### src/rtl/sm83_alu_pkg.sv
// Shared definitions for the SM83 ALU: operation codes, flag bit positions
// and the decimal-adjust constants. No dependencies.
`default_nettype none

package sm83_alu_pkg;

  typedef enum logic [3:0] {
    OP_ADD      = 4'd0,
    OP_ADC      = 4'd1,
    OP_SUB      = 4'd2,
    OP_SBC      = 4'd3,
    OP_AND      = 4'd4,
    OP_XOR      = 4'd5,
    OP_OR       = 4'd6,
    OP_CP       = 4'd7,
    OP_INC8     = 4'd8,
    OP_DEC8     = 4'd9,
    OP_DAA      = 4'd10,
    OP_CPL      = 4'd11,
    OP_INC16    = 4'd12,
    OP_DEC16    = 4'd13,
    OP_ADD16    = 4'd14,
    OP_ADD_SP_E = 4'd15
  } alu_op_t;

  localparam int unsigned FLAG_Z_BIT = 3;
  localparam int unsigned FLAG_N_BIT = 2;
  localparam int unsigned FLAG_H_BIT = 1;
  localparam int unsigned FLAG_C_BIT = 0;

  localparam logic [7:0] DAA_HI_LIMIT  = 8'h99;
  localparam logic [7:0] DAA_HI_ADJ    = 8'h60;
  localparam logic [7:0] DAA_LO_ADJ    = 8'h06;
  localparam logic [3:0] DAA_LO_LIMIT  = 4'h9;

endpackage

`default_nettype wire

### src/rtl/sm83_alu_with_flags_top.sv
// Top level of the SM83 ALU: input register, flag and result logic, result register.
// Depends on sm83_alu_pkg.
//
// Each input beat carries one ALU operation and yields exactly one result beat.
// The block takes a new beat in every cycle while the output is not stalled; a
// beat is registered at the input, evaluated by the combinational adder and flag
// network, and held in the result register until it is read. The throughput of
// one beat per cycle holds because the input register moves on whenever the
// result register is empty or being read. The result register lets a new beat
// enter while a finished result still waits.
`default_nettype none

module sm83_alu_with_flags_top
  import sm83_alu_pkg::*;
(
  input  wire logic        clk,
  input  wire logic        rst_n,
  input  wire logic        in_valid,
  output logic             in_ready,
  input  wire logic [3:0]  in_op,
  input  wire logic [7:0]  in_acc,
  input  wire logic [7:0]  in_operand_byte,
  input  wire logic [15:0] in_wide_left,
  input  wire logic [15:0] in_wide_right,
  input  wire logic [3:0]  in_flags_in,
  output logic             out_valid,
  input  wire logic        out_ready,
  output logic [7:0]       out_result_byte,
  output logic [15:0]      out_result_word,
  output logic [3:0]       out_flags_out
);

  logic        s1_valid_r;
  alu_op_t     op_r;
  logic [7:0]  acc_r;
  logic [7:0]  opb_r;
  logic [15:0] wl_r;
  logic [15:0] wr_r;
  logic [3:0]  fin_r;
  logic        out_valid_r;
  logic [7:0]  rb_r;
  logic [15:0] rw_r;
  logic [3:0]  fo_r;

  logic        s1_adv;
  logic        in_fire;
  logic [7:0]  rb_nxt;
  logic [15:0] rw_nxt;
  logic [3:0]  fo_nxt;

  logic        cin;
  logic        carry_t;
  logic [8:0]  sum9;
  logic [4:0]  sum_lo;
  logic [8:0]  dif9;
  logic [4:0]  dif_lo;
  logic [7:0]  inc8;
  logic [7:0]  dec8;
  logic        daa_c;
  logic [7:0]  daa_t;
  logic [7:0]  daa_r;
  logic [16:0] add16;
  logic [12:0] add16_lo;
  logic [15:0] sp_sum;
  logic [4:0]  sp_lo;
  logic [8:0]  sp_byte;

  assign s1_adv   = !out_valid_r || out_ready;
  assign in_ready = !s1_valid_r || s1_adv;
  assign in_fire  = in_valid && in_ready;

  always_comb begin
    cin     = fin_r[FLAG_C_BIT];
    carry_t = ((op_r == OP_ADC) || (op_r == OP_SBC)) ? cin : 1'b0;
    sum9    = {1'b0, acc_r} + {1'b0, opb_r} + {8'd0, carry_t};
    sum_lo  = {1'b0, acc_r[3:0]} + {1'b0, opb_r[3:0]} + {4'd0, carry_t};
    dif9    = {1'b0, acc_r} - {1'b0, opb_r} - {8'd0, carry_t};
    dif_lo  = {1'b0, acc_r[3:0]} - {1'b0, opb_r[3:0]} - {4'd0, carry_t};
    inc8    = opb_r + 8'd1;
    dec8    = opb_r - 8'd1;

    if (!fin_r[FLAG_N_BIT]) begin
      daa_c = cin || (acc_r > DAA_HI_LIMIT);
      daa_t = daa_c ? acc_r + DAA_HI_ADJ : acc_r;
      daa_r = (fin_r[FLAG_H_BIT] || (daa_t[3:0] > DAA_LO_LIMIT)) ? daa_t + DAA_LO_ADJ : daa_t;
    end else begin
      daa_c = cin;
      daa_t = cin ? acc_r - DAA_HI_ADJ : acc_r;
      daa_r = fin_r[FLAG_H_BIT] ? daa_t - DAA_LO_ADJ : daa_t;
    end

    add16    = {1'b0, wl_r} + {1'b0, wr_r};
    add16_lo = {1'b0, wl_r[11:0]} + {1'b0, wr_r[11:0]};
    sp_sum   = wr_r + {{8{opb_r[7]}}, opb_r};
    sp_lo    = {1'b0, wr_r[3:0]} + {1'b0, opb_r[3:0]};
    sp_byte  = {1'b0, wr_r[7:0]} + {1'b0, opb_r};

    rb_nxt = 8'd0;
    rw_nxt = 16'd0;
    fo_nxt = fin_r;
    case (op_r)
      OP_ADD, OP_ADC: begin
        rb_nxt = sum9[7:0];
        fo_nxt = {sum9[7:0] == 8'd0, 1'b0, sum_lo[4], sum9[8]};
      end
      OP_SUB, OP_SBC, OP_CP: begin
        rb_nxt = (op_r == OP_CP) ? acc_r : dif9[7:0];
        fo_nxt = {dif9[7:0] == 8'd0, 1'b1, dif_lo[4], dif9[8]};
      end
      OP_AND: begin
        rb_nxt = acc_r & opb_r;
        fo_nxt = {(acc_r & opb_r) == 8'd0, 1'b0, 1'b1, 1'b0};
      end
      OP_XOR: begin
        rb_nxt = acc_r ^ opb_r;
        fo_nxt = {(acc_r ^ opb_r) == 8'd0, 3'b000};
      end
      OP_OR: begin
        rb_nxt = acc_r | opb_r;
        fo_nxt = {(acc_r | opb_r) == 8'd0, 3'b000};
      end
      OP_INC8: begin
        rb_nxt = inc8;
        fo_nxt = {inc8 == 8'd0, 1'b0, opb_r[3:0] == 4'hF, cin};
      end
      OP_DEC8: begin
        rb_nxt = dec8;
        fo_nxt = {dec8 == 8'd0, 1'b1, opb_r[3:0] == 4'h0, cin};
      end
      OP_DAA: begin
        rb_nxt = daa_r;
        fo_nxt = {daa_r == 8'd0, fin_r[FLAG_N_BIT], 1'b0, daa_c};
      end
      OP_CPL: begin
        rb_nxt = ~acc_r;
        fo_nxt = {fin_r[FLAG_Z_BIT], 1'b1, 1'b1, cin};
      end
      OP_INC16: begin
        rw_nxt = wr_r + 16'd1;
      end
      OP_DEC16: begin
        rw_nxt = wr_r - 16'd1;
      end
      OP_ADD16: begin
        rw_nxt = add16[15:0];
        fo_nxt = {fin_r[FLAG_Z_BIT], 1'b0, add16_lo[12], add16[16]};
      end
      OP_ADD_SP_E: begin
        rw_nxt = sp_sum;
        fo_nxt = {1'b0, 1'b0, sp_lo[4], sp_byte[8]};
      end
      default: begin
        rb_nxt = 8'd0;
      end
    endcase
  end

  always_ff @(posedge clk) begin
    if (!rst_n) begin
      s1_valid_r  <= 1'b0;
      out_valid_r <= 1'b0;
    end else begin
      if (in_ready) begin
        s1_valid_r <= in_valid;
      end
      if (s1_adv) begin
        out_valid_r <= s1_valid_r;
      end
    end
  end

  always_ff @(posedge clk) begin
    if (in_fire) begin
      op_r  <= alu_op_t'(in_op);
      acc_r <= in_acc;
      opb_r <= in_operand_byte;
      wl_r  <= in_wide_left;
      wr_r  <= in_wide_right;
      fin_r <= in_flags_in;
    end
    if (s1_adv && s1_valid_r) begin
      rb_r <= rb_nxt;
      rw_r <= rw_nxt;
      fo_r <= fo_nxt;
    end
  end

  assign out_valid       = out_valid_r;
  assign out_result_byte = rb_r;
  assign out_result_word = rw_r;
  assign out_flags_out   = fo_r;

endmodule

`default_nettype wire

### config.mk
export PLATFORM = sky130hd
export DESIGN_NAME = sm83_alu_with_flags_top
export DESIGN_NICKNAME = d
export VERILOG_FILES = /design/src/rtl/sm83_alu_pkg.sv /design/src/rtl/sm83_alu_with_flags_top.sv
export SDC_FILE = /design/constraint.sdc
export NUM_CORES = 1
export LEC_CHECK = 0
export ABC_AREA = 0
export BUFFER_PORTS_ARGS = -buffer_cell sky130_fd_sc_hd__buf_4
export CORE_MARGIN = 4
export CORE_UTILIZATION = 40
export DETAILED_ROUTE_END_ITERATION = 8
export SLEW_MARGIN = 20
export SYNTH_ARGS = -nofsm -noshare
export SYNTH_HDL_FRONTEND = slang
export SYNTH_SLANG_ARGS = --single-unit
### constraint.sdc
create_clock -name clk -period 6.2 [get_ports clk]
set_clock_uncertainty 0.2 [all_clocks]
set_input_delay 0.93 -clock clk [delete_from_list [all_inputs] [get_ports clk]]
set_output_delay 0.93 -clock clk [all_outputs]
set_load 0.005 [all_outputs]
==> flow_metrics.py, run 1 <==
metrics = {
    "min_path": {
        "worstHoldStart": "s1_valid_r",
        "holdPathEnd": "out_valid",
        "hold_path_class": "register to register",
        "min_path_cells": 1,
    },
    "timing": {
        "drv_slew": 0,
        "setup_viol": 0,
        "finalCriticalPeriod_ps": 4400,
        "worst_pin_slew_ps": 849.8,
        "fin_ws_ps": 1800,
        "hold_viol": 0,
        "holdWs_ps": 343.6,
        "fmax_ghz": 0.2273,
        "slew_headroom_pct": 43.35,
        "tns_ps": 0,
        "final.period_utilization_pct": 70.97,
        "grt_setup_unrepaired": "no",
    },
    "grt": {
        "grt_first_pass_wirelength_mm": 33.09,
        "antenna_found_initial": 0,
        "grt_pass1_vias": 6014,
        "grt-ovfl-total": 0,
        "grt_start_max_net_pins": 57,
        "grt_usage_pct": 20.75,
    },
    "route": {
        "wl_met2_mm": 9.405,
        "dr.pass1.iters": 6,
        "wl_per_cell_um": 19.43,
        "drt-met1-wl_mm": 9.562,
        "drc_errors": 0,
        "num_vias": 6287,
        "drt_iter0_drc": 669,
        "antenna_left": 0,
        "wl_met3_mm": 1.324,
        "routed_via_density": 5.821,
        "highest_layer": "met4",
        "finalWirelength_mm": 20.98,
    },
    "pwr": {
        "leakagePower_nw": 3.362,
        "power_density_nw_per_um2": 211.5,
        "ir_drop_uv": 171.2,
    },
    "placed_design": {
        "portBuffers": 89,
        "dp_hpwl_mm": 15.78,
        "placed_cells": 1064,
        "routabilityCongestion": 1.002,
        "dp_slack_ps": 1759,
    },
    "logic_synthesis": {
        "yosys_register_bits": 86,
        "ys.flop_type": "edfxtp_1",
        "ys_top_cells_by_count": "edfxtp_1, ha_1, a21oi_1",
        "syn_area_um2": 7328,
        "synth_area_leaders": "edfxtp_1, ha_1, a21oi_1, xnor2_1, nand2_1",
        "ys_seq_area_share_pct": 34.97,
        "yosys_warnings": 0,
        "synth_edf_count": 84,
        "synth.avg_cell_area_um2": 9.419,
        "syn-num-nets": 921,
        "synth_top_cell_area_share_pct": 34.42,
        "synth_most_common_cell": "edfxtp_1",
        "synth_largest_area_cell": "edfxtp_1",
        "ys_types": 79,
        "async_flop_share_pct": 0,
        "synth_cells": 778,
    },
    "clocking": {
        "cts_resized": 0,
        "root_buffer": "clkbuf_16",
        "clk_pin_slew_ps": 70,
        "cts_tree": "built",
        "clockBufferDepth": 2,
        "cts_hold_buf": 0,
        "clock_sinks": 86,
        "cts_made_buffers": 9,
        "htreeDepth": 3,
        "cts.repair_timing.setup_buffer_count": 0,
        "clk_latency_ps": 350,
    },
    "floorplanning": {
        "start_util_pct": 40.80,
        "pin_count": 90,
        "dieArea_um2": 20550,
        "rows": 49,
        "die_h_um": 143.4,
        "die_w_um": 143.4,
        "core_area_um2": 17960,
    },
    "critical_path": {
        "rrSetupSlack_ps": 1800,
        "cp_max_fo": 21,
        "critical_path_class": "register to register",
        "startpoint_type": "register",
        "endpoint_kind": "register",
        "critPathLaunch": "op_r[2]",
        "rr_worst_depth": 11,
        "crit-reg2reg-launch": "op_r[2]",
        "r2r-end": "out_result_word[10]",
        "required_ps": 6070,
        "arrival_ps": 4280,
    },
    "finish": {
        "instances_no_fill": 1080,
        "syn2layout_area_growth_pct": 15.79,
        "n_antenna_cell": 0,
        "layout-drive-gt1-share_pct": 15.86,
        "fin_nets": 989,
        "post-route-util_pct": 47.24,
    },
    "status": {
        "status": "completed",
    },
    "flow_run": {
        "maxCapViolCount": 0,
    },
}
routing by layer:
metal  vias up  GRT usage [%]
met5         -              0
met4         0          8.176
met3        43          3.960
met2       240          31.68
met1      2908          29.18
li1       3096              -
where the power goes:
part,switching (W),leakage [nW],internal [W]
sequential,0.0000468,0.827,0.000682
clock,0.000244,0.150,0.000354
combinational,0.000265,2.38,0.000203
total,0.000556,3.36,0.00124
flip-flops by register name (all words and copies together), names as in the netlist:
name,flops
acc_r,8
fin_r,4
out_valid,1
out_result_word,16
wr_r,16
s1_valid_r,1
out_flags_out,4
op_r,4
opb_r,8
wl_r,16
out_result_byte,8
final cells by class:
type / count / area, µm²
clock buffers: 9 / 225.2
repair buffers: 97 / 728.2
multi-input cells: 621 / 4471
inverters: 31 / 116.4
flip-flops and latches: 86 / 2562
well taps: 229 / 286.5
clock inverters: 7 / 96.34
fillers: 1709 / 9478
critical path: stages (launching register included):
cell      delay, ps
edfxtp_1        770
nand2_1         660
or3_1           550
ha_1            230
fa_1            430
a211oi_1        360
o21ai_0         210
a31oi_1         280
o21ai_0         150
xor2_1          150
nand2_1          70
a21oi_1          50
layout by cell type (no fill, tap or decap), drive strengths merged, types with 6 or more instances in the layout:
master | Yosys | final
nand4 | 11 | 11
o21ai | 50 | 50
nand3 | 15 | 15
inv | 31 | 32
a21oi | 64 | 64
nor2b | 14 | 14
a21o | 15 | 15
nand2b | 10 | 10
nor4 | 13 | 13
edfxtp | 84 | 84
nor2 | 50 | 50
o211ai | 9 | 9
a31oi | 10 | 10
o21a | 9 | 9
nor3b | 7 | 7
nand2 | 59 | 59
fa | 6 | 6
o21bai | 6 | 6
xnor2 | 31 | 31
clkbuf | 21 | 9
a211oi | 18 | 18
o221ai | 6 | 6
xor2 | 23 | 23
and3 | 7 | 7
buf | 19 | 97
nor3 | 27 | 27
ha | 77 | 77
mux2i | 6 | 6
o31ai | 6 | 6
cells by family after synthesis:
kind of cell | synth area share [%]
compound gates | 22.14
mux | 1.434
flops | 34.97
buf+inv | 4.081
xor+xnor | 6.454
simple gates | 16.13
fa+ha+maj | 14.79
metrics by stage:
stage                     total power (W)  instance area, µm²
after floorplan                  0.001049                7328
after global placement           0.001203                8164
after detailed placement         0.001202                8164
after CTS                        0.001804                8486
after global routing             0.001890                8486
final                            0.001795                8486
worst max-delay path by stage:
stage / end / slack, ps / depth (start not counted)
after CTS: out_result_word[10] / 1780 / 11
after floorplan: out_result_byte[6] / 2640 / 13
final: out_result_word[10] / 1800 / 11
after global routing: out_result_word[10] / 1480 / 11
after global placement: out_result_word[10] / 1920 / 11
after detailed placement: out_result_word[10] / 1760 / 11
No activity file was read; power rests on OpenSTA's default activity.
==> inputs of run 2 (changes only) <==
clock period = 4 ns   (was 6.2 ns; I/O delays follow)
==> run 2 against run 1 <==
Effect of this change:
- setup slack worse by 1300 ps
- register-to-register slack worse by 1300 ps
- total power up 58%
- design area up 1.5%
- via count up 4.2%
- critical path depth up 1
- first-iteration DRC count down 4.8%
- wire length up 5.7%
- hold slack worse by 130 ps
- sequential power up 51%
- combinational power up 67%
- fmax up 27%
- largest cell class unchanged
==> flow_metrics.py, run 2 (synthesis gave the netlist of run 1 again) <==
metrics = {
    "status": {
        "status": "completed",
    },
    "clocking": {
        "root_buffer": "clkbuf_16",
        "cts_made_buffers": 9,
        "cts_resized": 0,
        "htreeDepth": 3,
        "clk_latency_ps": 360,
        "clock_sinks": 86,
        "cts.repair_timing.setup_buffer_count": 0,
        "clk_pin_slew_ps": 80,
        "clockBufferDepth": 2,
        "cts_hold_buf": 0,
        "cts_tree": "built",
    },
    "grt": {
        "grt_start_max_net_pins": 57,
        "grt_pass1_vias": 6108,
        "grt-ovfl-total": 0,
        "antenna_found_initial": 0,
        "grt_usage_pct": 21.90,
        "grt_first_pass_wirelength_mm": 34.91,
    },
    "critical_path": {
        "rr_worst_depth": 12,
        "critical_path_class": "register to register",
        "startpoint_type": "register",
        "required_ps": 3910,
        "crit-reg2reg-launch": "op_r[3]",
        "critPathLaunch": "op_r[3]",
        "endpoint_kind": "register",
        "rrSetupSlack_ps": 530,
        "cp_max_fo": 15,
        "arrival_ps": 3390,
        "r2r-end": "out_result_byte[6]",
    },
    "finish": {
        "fin_nets": 1005,
        "layout-drive-gt1-share_pct": 17.53,
        "most-common-layout-cells": "buf_4, edfxtp_1, ha_1, a21oi_1, nand2_1",
        "post-route-util_pct": 47.95,
        "n_antenna_cell": 0,
        "final_area_um2": 8613,
        "layout_commonest_cell": "buf_4",
        "syn2layout_area_growth_pct": 17.53,
    },
    "route": {
        "num_vias": 6551,
        "antenna_left": 0,
        "drt_iter0_drc": 637,
        "dr.pass1.iters": 5,
        "wl_per_cell_um": 20.25,
        "routed_via_density": 5.977,
        "finalWirelength_mm": 22.19,
        "drc_errors": 0,
    },
    "min_path": {
        "worstHoldStart": "in_acc[3]",
        "hold_path_class": "input port to register",
        "holdPathEnd": "acc_r[3]",
        "min_path_cells": 1,
    },
    "pwr": {
        "ir_drop_uv": 250.1,
        "power_density_nw_per_um2": 329.1,
        "leakagePower_nw": 3.443,
    },
    "floorplanning": {
        "die_w_um": 143.4,
        "start_util_pct": 40.80,
        "dieArea_um2": 20550,
        "pin_count": 90,
        "core_area_um2": 17960,
        "die_h_um": 143.4,
        "rows": 49,
    },
    "timing": {
        "finalCriticalPeriod_ps": 3474,
        "tns_ps": 0,
        "hold_viol": 0,
        "holdWs_ps": 209.1,
        "fmax_ghz": 0.2879,
        "final.period_utilization_pct": 86.84,
        "slew_headroom_pct": 48.52,
        "drv_slew": 0,
        "worst_pin_slew_ps": 770.6,
        "grt_setup_unrepaired": "no",
        "setup_viol": 0,
    },
    "placed_design": {
        "dp_hpwl_mm": 16.58,
        "placed_area_um2": 8284,
        "routabilityCongestion": 0.9486,
        "portBuffers": 89,
    },
    "flow_run": {
        "maxCapViolCount": 0,
    },
}
==> run 2: changes by cell type in the layout (fill, tap and decap cells not counted) <==
cell | before | now
buf_4 | 97 | 113
clkinv_1 | 1 | 0
clkinv_4 | 1 | 0
inv_6 | 1 | 2
inv_8 | 0 | 1
==> run 2: worst max-delay path by stage <==
stage,end,slack [ps],cells past startpoint
after detailed placement,out_result_byte[6],560,12
after global placement,out_result_byte[6],640,12
after CTS,out_result_byte[6],530,12
after floorplan,out_result_byte[6],440,13
final,out_result_byte[6],530,12
after global routing,out_flags_out[0],280,12
==> run 2: per-layer routing <==
layer  up-vias  share of wire, %  track usage (%)
li1       3115                 -                -
met1      3092                45            31.18
met2       290                44            31.87
met3        54               7.0            4.958
met4         0               4.0            9.663
met5         -                 0                0
==> run 2: metrics by stage <==
stage	setup slack, ps	power [W]	std cells
detailed placement	558.4	0.001886	1080
floorplan	444.3	0.001626	778
global placement	644.5	0.001888	1080
CTS	534.3	0.002850	1096
finish	526.4	0.002835	1096
global route	276.3	0.002982	1096
==> run 2: worst max-delay path: stages, from the launching register on <==
cell      delay, ps
edfxtp_1        400
buf_4           210
nor2_1          180
nand3_1         140
fa_1            440
fa_1            440
o21a_1          210
nor2_1          230
o21ai_1         150
xor2_1          180
nand2_1          90
o211ai_1         80
a221o_1         280
==> run 2: final cells by class <==
cell class	instances	area, µm²
Fill cell	1708	9350
Multi-Input combinational cell	621	4471
Sequential cell	86	2562
Timing Repair Buffer	113	848.3
Tap cell	229	286.5
Clock buffer	9	225.2
Inverter	31	116.4
Clock inverter	7	103.9
==> run 2: power breakdown <==
group / switching [W] / internal (W) / leakage [nW] / total (W)
clock: 0.000397 / 0.000557 / 0.155 / 0.000954
sequential: 0.0000435 / 0.00106 / 0.827 / 0.00110
combinational: 0.000454 / 0.000327 / 2.46 / 0.000781
==> inputs of run 3 (changes only) <==
ABC_AREA = 1   (was 0)
==> run 3 against run 2 <==
Effect of this change:
- hold slack gained 5.8 ps
- register-to-register slack is essentially flat
- global-route usage shrank 0.58 points
- area after synthesis shrank 6.4%
- sequential share of layout area grew 1.6 points
- sequential cell count is the same
- fmax shrank 0.13%
- design area shrank 5.1%
- die area shrank 6.0%
- utilization grew 0.97 points
- sequential power is essentially flat
- synthesized cell count grew 6.8%
==> flow_metrics.py, run 3 <==
metrics = {
    "grt": {
        "grt_pass1_vias": 6127,
        "grt_usage_pct": 21.32,
        "antenna_found_initial": 0,
        "grt_start_max_net_pins": 39,
        "grt-ovfl-total": 0,
        "grt_first_pass_wirelength_mm": 32.48,
    },
    "timing": {
        "setup_viol": 0,
        "slew_headroom_pct": 29.07,
        "fin_ws_ps": 521.9,
        "finalCriticalPeriod_ps": 3478,
        "drv_slew": 0,
        "worst_pin_slew_ps": 1062,
        "final.period_utilization_pct": 86.95,
        "grt_setup_unrepaired": "no",
        "tns_ps": 0,
        "fmax_ghz": 0.2875,
        "hold_viol": 0,
    },
    "clocking": {
        "cts_made_buffers": 9,
        "clk_pin_slew_ps": 70,
        "clockBufferDepth": 2,
        "clock_sinks": 86,
        "cts_tree": "built",
        "cts.repair_timing.setup_buffer_count": 0,
        "htreeDepth": 3,
        "root_buffer": "clkbuf_16",
        "cts_hold_buf": 0,
        "clk_latency_ps": 360,
        "cts_resized": 0,
    },
    "logic_synthesis": {
        "synth_largest_area_cell": "edfxtp_1",
        "yosys_warnings": 0,
        "synth_top_cell_area_share_pct": 36.76,
        "yosys_register_bits": 86,
        "ys.flop_type": "edfxtp_1",
        "synth.avg_cell_area_um2": 8.257,
        "async_flop_share_pct": 0,
        "synth_most_common_cell": "nand2_1",
        "ys_seq_area_share_pct": 37.35,
        "synth_area_leaders": "edfxtp_1, ha_1, nand2_1, inv_1, nand3_1",
        "syn-num-nets": 974,
        "synth_cells": 831,
        "syn_area_um2": 6862,
        "synth_edf_count": 84,
        "ys_top_cells_by_count": "nand2_1, inv_1, edfxtp_1",
        "ys_types": 50,
    },
    "route": {
        "finalWirelength_mm": 20.63,
        "dr.pass1.iters": 5,
        "drc_errors": 0,
        "routed_via_density": 5.368,
        "num_vias": 6238,
        "antenna_left": 0,
        "wl_per_cell_um": 17.75,
        "drt_iter0_drc": 406,
    },
    "pwr": {
        "seqPwrFrac_pct": 41.7,
        "clock_power_share_pct": 32.5,
        "p_int_w": 0.001811,
        "p_comb_share_pct": 25.8,
        "p_sw_w": 0.0008341,
        "power_density_nw_per_um2": 323.7,
        "ir_drop_uv": 196.4,
        "leakagePower_nw": 3.721,
        "switching_share_pct": 31.54,
    },
    "finish": {
        "n_antenna_cell": 0,
        "nFillCells": 1670,
        "fin_nets": 1080,
        "post-route-util_pct": 48.92,
        "instances_no_fill": 1162,
        "layout_commonest_cell": "nand2_1",
        "syn2layout_area_growth_pct": 19.07,
        "most-common-layout-cells": "nand2_1, buf_4, inv_1, edfxtp_1, ha_1",
        "final_area_um2": 8170,
        "layout-drive-gt1-share_pct": 14.65,
    },
    "placed_design": {
        "dp_slack_ps": 542.9,
        "placed_area_um2": 7873,
        "placed_cells": 1146,
        "portBuffers": 89,
        "dp_hpwl_mm": 16.67,
        "routabilityCongestion": 1.026,
    },
    "floorplanning": {
        "die_h_um": 139.0,
        "core_area_um2": 16700,
        "pin_count": 90,
        "start_util_pct": 41.08,
        "dieArea_um2": 19310,
        "die_w_um": 139.0,
        "rows": 47,
    },
    "critical_path": {
        "critical_path_class": "register to register",
        "startpoint_type": "register",
        "cp_cell_sequence": "or2_1, nor3_1, inv_1, fa_1, fa_1, or2_2, nand2_1, nand2_1, xor2_1, nand3_1, nor2_1, nand3_1, nand2_1, nor2_1, nand3_1",
        "arrival_ps": 3380,
        "cp_max_fo": 5,
        "endpoint_kind": "register",
        "worst_path_max_delay_cell": "edfxtp_1",
        "required_ps": 3900,
        "critPathMaxStageDelay_ps": 430,
    },
    "min_path": {
        "hold_path_class": "input port to register",
    },
    "flow_run": {
        "maxCapViolCount": 0,
    },
    "status": {
        "status": "completed",
    },
}
-- run 3: cell types whose count changed in the layout (fill, tap and decap cells not counted), sizes merged, moves of 15 or more --
cell    delta
a211oi    -17
inv       +69
nand2    +110
nand3     +47
nor2      +25
o22ai     +15
xnor2     -21
-- run 3: metrics by stage --
stage / power [W] / hold slack [ps]
4_1_cts: 0.002658 / 206.5
2_1_floorplan: 0.001555 / 247.3
6_report: 0.002645 / 214.9
3_3_place_gp: 0.001802 / 314.7
5_1_grt: 0.002787 / 211.2
3_5_place_dp: 0.001797 / 323.2
-- run 3: layer usage --
layer	up-vias	global-route usage, %	wire (µm)
met2	191	36.44	10130
li1	3121	-	-
met1	2886	27.09	8878
met5	-	0	0
met4	0	9.423	700
met3	40	2.690	913
-- run 3: worst paths after layout --
check | depth (start not counted) | slack (ps) | endpoint | start
worst max register to register | 15 | 520 | out_flags_out[3] | op_r[3]
worst max-delay path | 15 | 520 | out_flags_out[3] | op_r[3]
worst min-delay path | 1 | 210 | acc_r[3] | in_acc[3]
worst min register to register | 2 | 330 | out_valid | s1_valid_r
-- run 3: cell families after synthesis --
kind of cell             share of synthesized area [%]
adder cells (fa/ha/maj)                          15.79
AO/OA/AOI/OAI                                    14.37
XOR/XNOR                                         3.957
AND/OR/NAND/NOR                                  22.58
buffers and inverters                            5.963
flip-flops                                       37.35
-- run 3: critical path, delay by kind of cell (launching register included) --
family	cells	cell delay (ps)
flops	1	430
fa+ha+maj	2	850
buf+inv	1	90
simple gates	11	1490
xor+xnor	1	180
-- run 3: cell type report --
class                           count  area (µm²)  area share (%)
Sequential cell                    86        2562           31.36
Inverter                          104       390.4           4.778
Tap cell                          220       275.3           3.369
Timing Repair Buffer               99       743.2           9.096
Clock buffer                       10       229.0           2.802
Multi-Input combinational cell    637        3901           47.75
Clock inverter                      6       68.82          0.8423
-- run 3: power groups by stage --
stage               registers, W  clock network [W]  logic, W
floorplan                0.00111                  0  0.000445
finish                   0.00110           0.000859  0.000683
detailed placement       0.00112                  0  0.000675
CTS                      0.00110           0.000875  0.000679
global route             0.00111           0.000913  0.000766
global placement         0.00112                  0  0.000679
